## src/sv/hsl2rgb_pkg.sv

```systemverilog
// ============================================================================
// hsl2rgb_pkg
// Shared constants and types for the HSL to RGB conversion pipeline.
// ============================================================================
package hsl2rgb_pkg;

    // Default number of fraction bits for internal fixed-point values.
    localparam int FRAC_BITS_DEF = 16;

    // Register stages from input to output, output register included.
    localparam int PIPE_STAGES = 7;

    // Input ranges.
    localparam logic [8:0] HUE_RANGE = 9'd360;
    localparam logic [6:0] PCT_MAX   = 7'd100;

    // Reciprocals for the small remainder divides: ceil(2^K / d).
    // Exact over the remainder range that reaches them (below 360*360 and 100*100).
    localparam logic [17:0] HUE_RECIP       = 18'd186414;
    localparam int          HUE_RECIP_SHIFT = 26;
    localparam logic [13:0] PCT_RECIP       = 14'd10486;
    localparam int          PCT_RECIP_SHIFT = 20;

    // Load enables of the stages that the per-channel ramp units own.
    typedef struct packed {
        logic st4;
        logic st5;
        logic st6;
        logic st7;
    } hsl2rgb_adv_t;

endpackage

```

## src/sv/hsl2rgb_ramp.sv

```systemverilog
// ============================================================================
// hsl2rgb_ramp
// One color channel: piecewise-linear hue ramp between p and q, then scaling
// of the channel fraction to an 8-bit intensity. Covers stages 4 to 7.
// ============================================================================
module hsl2rgb_ramp #(
    parameter int FRAC_BITS = hsl2rgb_pkg::FRAC_BITS_DEF
) (
    input  logic                      aclk,
    input  hsl2rgb_pkg::hsl2rgb_adv_t adv_i,
    input  logic [FRAC_BITS-1:0]      t_i,     // offset hue, stage 3
    input  logic [FRAC_BITS:0]        span_i,  // q - p, stage 4
    input  logic [FRAC_BITS:0]        p_i,     // stage 5
    input  logic [FRAC_BITS:0]        q_i,     // stage 5
    output logic [7:0]                chan_o   // stage 7
);
    import hsl2rgb_pkg::*;

    localparam int FB = FRAC_BITS;
    localparam int W1 = FB + 1;
    localparam int MW = W1 + FB;

    localparam logic [FB-1:0] SIXTH     = FB'((2 ** FRAC_BITS) / 6);
    localparam logic [FB-1:0] HALF      = FB'((2 ** FRAC_BITS) / 2);
    localparam logic [FB-1:0] TWOTHIRDS = FB'((2 * (2 ** FRAC_BITS)) / 3);

    typedef enum logic [1:0] {
        RGN_RISE,
        RGN_HIGH,
        RGN_FALL,
        RGN_LOW
    } rgn_t;

    rgn_t           rgn4_reg, rgn4_next, rgn5_reg;
    logic [FB-1:0]  dist4_reg, dist4_next;
    logic [MW-1:0]  mult5_reg;
    logic [MW+2:0]  mult6;
    logic [W1:0]    v_sum;
    logic [FB:0]    v6_reg, v6_next;
    logic [FB+8:0]  c_wide;
    logic [8:0]     c9;
    logic [7:0]     chan7_reg, chan7_next;

    // Stage 4: region of the hue ramp and distance along the slope
    always_comb begin
        if (t_i < SIXTH) begin
            rgn4_next = RGN_RISE;
        end else if (t_i < HALF) begin
            rgn4_next = RGN_HIGH;
        end else if (t_i < TWOTHIRDS) begin
            rgn4_next = RGN_FALL;
        end else begin
            rgn4_next = RGN_LOW;
        end
        dist4_next = (rgn4_next == RGN_FALL) ? TWOTHIRDS - t_i : t_i;
    end

    // Stage 6: 6*span*dist/ONE added to p, or a flat level
    always_comb begin
        mult6 = {1'b0, mult5_reg, 2'b00} + {2'b00, mult5_reg, 1'b0};
        v_sum = {1'b0, p_i} + {1'b0, mult6[FB +: W1]};
        unique case (rgn5_reg)
            RGN_RISE, RGN_FALL: v6_next = v_sum[FB:0];
            RGN_HIGH:           v6_next = q_i;
            RGN_LOW:            v6_next = p_i;
            default:            v6_next = p_i;
        endcase
    end

    // Stage 7: floor(255*v/ONE), clipped
    always_comb begin
        c_wide     = {v6_reg, 8'h00} - {8'h00, v6_reg};
        c9         = c_wide[FB+8:FB];
        chan7_next = c9[8] ? 8'hFF : c9[7:0];
    end

    always_ff @(posedge aclk) begin
        if (adv_i.st4) begin
            rgn4_reg  <= rgn4_next;
            dist4_reg <= dist4_next;
        end
        if (adv_i.st5) begin
            rgn5_reg  <= rgn4_reg;
            mult5_reg <= MW'(span_i) * MW'(dist4_reg);
        end
        if (adv_i.st6) begin
            v6_reg <= v6_next;
        end
        if (adv_i.st7) begin
            chan7_reg <= chan7_next;
        end
    end

    assign chan_o = chan7_reg;

endmodule

```

## src/sv/hsl_to_rgb_converter.sv

```systemverilog
// ============================================================================
// hsl_to_rgb_converter
// HSL (degrees, percent, percent) to 8-bit RGB, fully pipelined fixed point.
// ============================================================================
//
//   channel  | direction | handshake         | payload
//   ---------+-----------+-------------------+-------------------------------
//   s_       | in        | s_valid / s_ready | hue_degrees, saturation_pct,
//            |           |                   | lightness_pct
//   m_       | out       | m_valid / m_ready | red, green, blue
//
// The path from request acceptance to m_valid runs through the seven
// register stages of the datapath (stage 1 loads at the accepting edge);
// one request per cycle is sustained while m_ready is high.
// Each stage has its own valid bit and a load enable that is high when the
// stage is empty or the stage after it loads, so bubbles are squeezed out
// and s_ready stays high while m_ready is low until all 7 stages are full.
// aresetn (synchronous, active low) clears only the valid bits.
//
// Stage plan:
//   1  hue wrap at 360, clamp to 100, split x*ONE/d into x*floor(ONE/d) and
//      the remainder product x*(ONE mod d)
//   2  remainder / d by reciprocal multiply, h, s, l fractions
//   3  l*s, red and blue hue offsets by one third with wrap
//   4  q and p; per channel ramp region (grey falls out: s = 0 gives p = q = l)
//   5  span * distance product
//   6  channel fraction
//   7  255*v/ONE, output register
// ----------------------------------------------------------------------------
module hsl_to_rgb_converter #(
    parameter int FRAC_BITS = hsl2rgb_pkg::FRAC_BITS_DEF
) (
    input  logic       aclk,
    input  logic       aresetn,
    input  logic       s_valid,
    output logic       s_ready,
    input  logic [8:0] s_hue_degrees,
    input  logic [6:0] s_saturation_pct,
    input  logic [6:0] s_lightness_pct,
    output logic       m_valid,
    input  logic       m_ready,
    output logic [7:0] m_red,
    output logic [7:0] m_green,
    output logic [7:0] m_blue
);
    import hsl2rgb_pkg::*;

    localparam int FB = FRAC_BITS;
    localparam int W1 = FB + 1;

    // x*ONE/d == x*floor(ONE/d) + floor(x*(ONE mod d)/d)
    localparam int HUE_Q = (2 ** FRAC_BITS) / HUE_RANGE;
    localparam int HUE_R = (2 ** FRAC_BITS) % HUE_RANGE;
    localparam int PCT_Q = (2 ** FRAC_BITS) / PCT_MAX;
    localparam int PCT_R = (2 ** FRAC_BITS) % PCT_MAX;

    localparam logic [FB:0]   ONE       = W1'(2 ** FRAC_BITS);
    localparam logic [FB:0]   HALF      = W1'((2 ** FRAC_BITS) / 2);
    localparam logic [FB-1:0] THIRD     = FB'((2 ** FRAC_BITS) / 3);
    localparam logic [FB-1:0] ONE_THIRD_C = FB'((2 ** FRAC_BITS) - ((2 ** FRAC_BITS) / 3));

    // ---------------- valid chain and stage enables ----------------
    logic [PIPE_STAGES:1]   vld_reg;
    logic [PIPE_STAGES:1]   vld_in;
    logic [PIPE_STAGES+1:1] en;
    hsl2rgb_adv_t           adv;

    always_comb begin
        en[PIPE_STAGES+1] = m_ready;
        for (int k = PIPE_STAGES; k >= 1; k--) begin
            en[k] = !vld_reg[k] || en[k+1];
        end
    end

    assign vld_in = {vld_reg[PIPE_STAGES-1:1], s_valid};

    always_ff @(posedge aclk) begin
        if (!aresetn) begin
            vld_reg <= '0;
        end else begin
            for (int k = 1; k <= PIPE_STAGES; k++) begin
                if (en[k]) begin
                    vld_reg[k] <= vld_in[k];
                end
            end
        end
    end

    assign s_ready = en[1];
    assign m_valid = vld_reg[PIPE_STAGES];

    always_comb begin
        adv.st4 = en[4];
        adv.st5 = en[5];
        adv.st6 = en[6];
        adv.st7 = en[7];
    end

    // ---------------- stage 1: wrap, clamp, split products ----------------
    logic [8:0]    hue_w;
    logic [6:0]    sat_c, lit_c;
    logic [FB-1:0] hue_base_reg;
    logic [16:0]   hue_rem_reg;
    logic [FB:0]   sat_base_reg, lit_base_reg;
    logic [13:0]   sat_rem_reg, lit_rem_reg;

    always_comb begin
        hue_w = (s_hue_degrees >= HUE_RANGE) ? s_hue_degrees - HUE_RANGE : s_hue_degrees;
        sat_c = (s_saturation_pct > PCT_MAX) ? PCT_MAX : s_saturation_pct;
        lit_c = (s_lightness_pct > PCT_MAX) ? PCT_MAX : s_lightness_pct;
    end

    always_ff @(posedge aclk) begin
        if (en[1]) begin
            hue_base_reg <= FB'(hue_w * HUE_Q);
            hue_rem_reg  <= 17'(hue_w * HUE_R);
            sat_base_reg <= W1'(sat_c * PCT_Q);
            sat_rem_reg  <= 14'(sat_c * PCT_R);
            lit_base_reg <= W1'(lit_c * PCT_Q);
            lit_rem_reg  <= 14'(lit_c * PCT_R);
        end
    end

    // ---------------- stage 2: remainder divides, h s l ----------------
    logic [34:0]   hue_prod;
    logic [27:0]   sat_prod, lit_prod;
    logic [FB-1:0] h2_reg;
    logic [FB:0]   s2_reg, l2_reg;

    always_comb begin
        hue_prod = 35'(hue_rem_reg) * 35'(HUE_RECIP);
        sat_prod = 28'(sat_rem_reg) * 28'(PCT_RECIP);
        lit_prod = 28'(lit_rem_reg) * 28'(PCT_RECIP);
    end

    always_ff @(posedge aclk) begin
        if (en[2]) begin
            h2_reg <= hue_base_reg + FB'(hue_prod[34:HUE_RECIP_SHIFT]);
            s2_reg <= sat_base_reg + W1'(sat_prod[27:PCT_RECIP_SHIFT]);
            l2_reg <= lit_base_reg + W1'(lit_prod[27:PCT_RECIP_SHIFT]);
        end
    end

    // ---------------- stage 3: l*s, hue offsets ----------------
    logic [2*W1-1:0] ls_prod;
    logic [FB:0]     tr_sum;
    logic [FB-1:0]   tr3_next, tb3_next;
    logic [FB-1:0]   tr3_reg, h3_reg, tb3_reg;
    logic [FB:0]     ls3_reg, s3_reg, l3_reg;

    always_comb begin
        ls_prod  = (2 * W1)'(l2_reg) * (2 * W1)'(s2_reg);
        tr_sum   = {1'b0, h2_reg} + {1'b0, THIRD};
        tr3_next = (tr_sum >= ONE) ? FB'(tr_sum - ONE) : tr_sum[FB-1:0];
        tb3_next = (h2_reg < THIRD) ? h2_reg + ONE_THIRD_C : h2_reg - THIRD;
    end

    always_ff @(posedge aclk) begin
        if (en[3]) begin
            ls3_reg <= ls_prod[FB +: W1];
            s3_reg  <= s2_reg;
            l3_reg  <= l2_reg;
            tr3_reg <= tr3_next;
            h3_reg  <= h2_reg;
            tb3_reg <= tb3_next;
        end
    end

    // ---------------- stage 4: q, p, span ----------------
    logic [FB+1:0] q_sum, p_wide;
    logic [FB:0]   q4_next, p4_next;
    logic [FB:0]   q4_reg, p4_reg, span4_reg;
    logic [FB:0]   q5_reg, p5_reg;

    always_comb begin
        if (l3_reg < HALF) begin
            q_sum = {1'b0, l3_reg} + {1'b0, ls3_reg};
        end else begin
            q_sum = {1'b0, l3_reg} + {1'b0, s3_reg} - {1'b0, ls3_reg};
        end
        q4_next = q_sum[FB:0];
        p_wide  = {l3_reg, 1'b0} - {1'b0, q4_next};
        p4_next = p_wide[FB:0];
    end

    always_ff @(posedge aclk) begin
        if (en[4]) begin
            q4_reg    <= q4_next;
            p4_reg    <= p4_next;
            span4_reg <= q4_next - p4_next;
        end
        if (en[5]) begin
            q5_reg <= q4_reg;
            p5_reg <= p4_reg;
        end
    end

    // ---------------- stages 4..7: per-channel ramps ----------------
    hsl2rgb_ramp #(.FRAC_BITS(FRAC_BITS)) u_ramp_red (
        .aclk   (aclk),
        .adv_i  (adv),
        .t_i    (tr3_reg),
        .span_i (span4_reg),
        .p_i    (p5_reg),
        .q_i    (q5_reg),
        .chan_o (m_red)
    );

    hsl2rgb_ramp #(.FRAC_BITS(FRAC_BITS)) u_ramp_green (
        .aclk   (aclk),
        .adv_i  (adv),
        .t_i    (h3_reg),
        .span_i (span4_reg),
        .p_i    (p5_reg),
        .q_i    (q5_reg),
        .chan_o (m_green)
    );

    hsl2rgb_ramp #(.FRAC_BITS(FRAC_BITS)) u_ramp_blue (
        .aclk   (aclk),
        .adv_i  (adv),
        .t_i    (tb3_reg),
        .span_i (span4_reg),
        .p_i    (p5_reg),
        .q_i    (q5_reg),
        .chan_o (m_blue)
    );

endmodule

```

## config.mk

```make
export PLATFORM = sky130hd
export DESIGN_NAME = hsl_to_rgb_converter
export DESIGN_NICKNAME = d
export VERILOG_FILES = /design/src/sv/hsl2rgb_pkg.sv /design/src/sv/hsl2rgb_ramp.sv /design/src/sv/hsl_to_rgb_converter.sv
export SDC_FILE = /design/constraint.sdc
export NUM_CORES = 2
export LEC_CHECK = 0
export BUFFER_PORTS_ARGS = -buffer_cell sky130_fd_sc_hd__buf_2
export CORE_MARGIN = 8
export CORE_UTILIZATION = 46
export CTS_CLUSTER_SIZE = 30
export DETAILED_ROUTE_END_ITERATION = 12
export PLACE_DENSITY = 0.71
export SYNTH_ARGS = -nofsm -noshare
export SYNTH_HDL_FRONTEND = slang
export SYNTH_SLANG_ARGS = --single-unit
```

## constraint.sdc

```tcl
create_clock -name aclk -period 12.5 [get_ports aclk]
set_input_delay 1.25 -clock aclk [delete_from_list [all_inputs] [get_ports aclk]]
set_output_delay 1.25 -clock aclk [all_outputs]
set_load 0.05 [all_outputs]
```

==> results.tsv <==
stage	metric	value	unit
sta	worst slew margin relative to its limit	23.6	%
global_route	number of antenna violations at the first check in global routing	3	
sta	WHS	0.403	ns
drt	Via density	5.32	
yosys	area share of the largest cell type after synthesis	26.7	%
global_route	remaining global-route overflow	0	
critical_path	CP Class	reg2reg	
die	starting density of the core	46.2	%
drt	WL per Instance	17.2	µm
drt	DR vias	52500	
yosys	most frequent cells after synthesis	1,546 x sky130_fd_sc_hd__inv_1, 1,014 x sky130_fd_sc_hd__ha_1, 1,003 x sky130_fd_sc_hd__fa_1	
worst_hold_path	count of cells along the worst hold path	0	
sta	final critical delay including setup and external delays	7.28	ns
layout	total of fill cells in the finished design	14700	
die	floorplan die height	420	µm
sta	unrepaired setup endpoints after global routing	false	
layout	Final #Nets	9681	
yosys	Yosys cell types	81	
sta	Final Skew	0.0286	ns
die	core region area	162000	µm²
sta	slew at the pin with the worst max-slew slack	1.15	ns
clocking	CTS tree	built	
critical_path	cell depth of the worst flop-to-flop path	30	
sta	top achievable clock speed	137	MHz
critical_path	slowest stage cell, crit path	sky130_fd_sc_hd__fa_1	
yosys	synthesized flop and latch total	543	
layout	Area Overhead vs Synth	6.12	%
drt	total detailed-routing wirelength	170000	µm
die	total number of placement rows	148	
critical_path	data arrival at the endpoint of the critical path	7.68	ns
global_route	global-route wire length before repair	279000	µm
yosys	count of warnings emitted by yosys	0	
drt	residual antenna-violating net count after detailed routing	0	
clocking	count of instances resized after the clock tree is built	0	
critical_path	critical register-to-register path endpoint	s2_reg[16]	
sta	final setup violation count	0	
drt	number of violations reported at the end of detailed-routing iteration 0	3238	
yosys	EDFF count, synth	536	
outcome	status	completed	
clocking	Post-CTS Hold Fix Bufs	0	
critical_path	Reg2Reg Setup Slack	5.22	ns
critical_path	Worst Path Max Fanout	5	
yosys	FFs w/ async S/R, synth	0	%
worst_hold_path	hold path endpoint	p5_reg[4]	
critical_path	Required @ worst endpoint	12.90	ns
flow_run	Max-Cap Viols	0	
sta	Max Transition Viols Final	0	
critical_path	crit start category	flip-flop	
place	estimated wirelength of the detail-placed design	133000	µm
yosys	top post-synthesis cells by area	sky130_fd_sc_hd__fa_1 27%, sky130_fd_sc_hd__edfxtp_1 21%, sky130_fd_sc_hd__ha_1 17%	
clocking	post-CTS repair timing setup buffer count	0	
worst_hold_path	start point of the worst min-delay path	p4_reg[4]	
layout	layout cell share with drive strength beyond 1	2.97	%
yosys	most area-hungry cell type in the Yosys netlist	sky130_fd_sc_hd__fa_1	
layout	number of diodes	0	
global_route	pin count of the biggest net entering global routing	85	
drt	DRT Pass-1 Iters	6	
die	top-level port count	53	
clocking	total number of clock tree sinks	543	
clocking	root buf cell	sky130_fd_sc_hd__clkbuf_16	
clocking	Worst-Skew Late Latency	0.67	ns
yosys	summed instance area of the synthesized netlist	75100	µm²
critical_path	origin of the critical flop-to-flop path	sat_rem_reg[4]	
die	horizontal die dimension	420	µm
global_route	gr usage total	19.4	%
yosys	dominant register cell in the synthesized netlist	sky130_fd_sc_hd__edfxtp_1	
sta	number of hold violations in the final report	0	
die	die area	176000	µm²
sta	Total Neg Setup Slack	0	ns
place	IO Port Bufs	52	
clocking	clock buffers created by TritonCTS	66	
drt	Post-route DRC	0	
yosys	leading cell type by number of instances after synthesis	sky130_fd_sc_hd__inv_1	
critical_path	Critical Path End Type	flip-flop	
clocking	maximum clock path buffer count	3	
yosys	mean area per synthesized cell	9.78	µm²
clocking	CTS clock-pin slew for the worst setup and hold paths	0.06	ns
clocking	CTS H-tree depth	3	
place	placer congestion estimate	0.874	
worst_hold_path	type of the tightest min-delay check	reg2reg	
sta	final period utilization	58.2	%
global_route	via count of the first global-routing pass	55400	
yosys	cell count after synthesis	7675	
critical_path	delay of the slowest critical-path stage	0.61	ns
yosys	fraction of the yosys area taken by sequential cells	21.6	%
[cell families (layout without fill, tap and decap cells)]
logic type | Yosys count | after routing | share of synthesized area (%)
compound gates | 938 | 938 | 8.07
xor+xnor | 414 | 414 | 4.83
fa+ha+maj | 2017 | 2017 | 43.6
buf+inv | 1765 | 1746 | 8.82
flops | 543 | 543 | 21.6
mux | 55 | 55 | 0.753
other cells | 2 | 35 | 0.0100
simple gates | 1941 | 1941 | 12.3
[worst max-delay path: cells and delay by family (launching register included)]
kind                     cells  cell delay [ns]
AND/OR/NAND/NOR              4             0.57
XOR/XNOR                     2             0.30
buffers and inverters        5             0.28
adder cells (fa/ha/maj)      8             3.35
AO/OA/AOI/OAI               11             2.05
flip-flops                   1             0.49
[metrics by stage]
stage | cell area (µm²) | worst slack, ns | std cells | util (%)
floorplan | 75200 | 5.95 | 7708 | -
global placement | 77600 | 5.31 | 9744 | 47.8
detailed placement | 77600 | 5.24 | 9744 | 47.8
CTS | 79700 | 5.20 | 9864 | 49.1
global route | 79700 | 4.73 | 9864 | 49.1
finish | 79700 | 5.22 | 9864 | 49.1
[cells in the final DEF, fill, tap and decap left out, types with 16 or more instances in the layout]
| cell | n |
|---|---|
| sky130_fd_sc_hd__a21o_1 | 103 |
| sky130_fd_sc_hd__edfxtp_1 | 536 |
| sky130_fd_sc_hd__or3_1 | 30 |
| sky130_fd_sc_hd__conb_1 | 35 |
| sky130_fd_sc_hd__o21a_1 | 85 |
| sky130_fd_sc_hd__clkbuf_16 | 67 |
| sky130_fd_sc_hd__o31ai_1 | 20 |
| sky130_fd_sc_hd__a21oi_1 | 287 |
| sky130_fd_sc_hd__nand4_1 | 16 |
| sky130_fd_sc_hd__xor2_1 | 112 |
| sky130_fd_sc_hd__mux2i_1 | 43 |
| sky130_fd_sc_hd__nor2b_1 | 37 |
| sky130_fd_sc_hd__o21ai_0 | 129 |
| sky130_fd_sc_hd__a31oi_1 | 33 |
| sky130_fd_sc_hd__and2_1 | 363 |
| sky130_fd_sc_hd__a211o_1 | 16 |
| sky130_fd_sc_hd__o21ai_1 | 45 |
| sky130_fd_sc_hd__fa_1 | 1003 |
| sky130_fd_sc_hd__o211ai_1 | 29 |
| sky130_fd_sc_hd__ha_1 | 1014 |
| sky130_fd_sc_hd__buf_2 | 52 |
| sky130_fd_sc_hd__and3_1 | 42 |
| sky130_fd_sc_hd__nor2_1 | 241 |
| sky130_fd_sc_hd__nor3_1 | 90 |
| sky130_fd_sc_hd__xnor2_1 | 302 |
| sky130_fd_sc_hd__nand3_1 | 60 |
| sky130_fd_sc_hd__nand2b_1 | 42 |
| sky130_fd_sc_hd__a211oi_1 | 26 |
| sky130_fd_sc_hd__nand2_1 | 913 |
| sky130_fd_sc_hd__or2_2 | 18 |
| sky130_fd_sc_hd__buf_4 | 28 |
| sky130_fd_sc_hd__inv_1 | 1543 |
| sky130_fd_sc_hd__a2111oi_0 | 16 |
| sky130_fd_sc_hd__o21bai_1 | 47 |
[worst max path at each step]
stage | from | to | cells past startpoint
after floorplan | sat_rem_reg[4] | s2_reg[16] | 30
after global placement | sat_rem_reg[4] | s2_reg[16] | 30
after detailed placement | sat_rem_reg[4] | s2_reg[16] | 30
after CTS | sat_rem_reg[4] | s2_reg[16] | 30
after global routing | sat_rem_reg[4] | s2_reg[16] | 30
final | sat_rem_reg[4] | s2_reg[16] | 30
[metal layers]
metal / up-vias / track usage [%] / wire length [µm]
met5: - / 0 / 13
met4: 2 / 7.45 / 7250
met3: 375 / 2.76 / 10400
met2: 1504 / 32.9 / 80600
met1: 26100 / 25.1 / 71700
li1: 24500 / - / -
[area by class of cell]
cell class	instances	area [µm²]	share of cell area (%)
clock inverter	41	362	0.454
multi-input combinational	5400	52400	65.7
timing repair buffer	80	470	0.590
clock buffer	79	1720	2.16
tap	2175	2720	3.41
inverter	1546	5810	7.29
sequential	543	16200	20.4
Power is not shown: default switching activity piles up to over one toggle a cycle in this logic, so the estimate is an artifact.
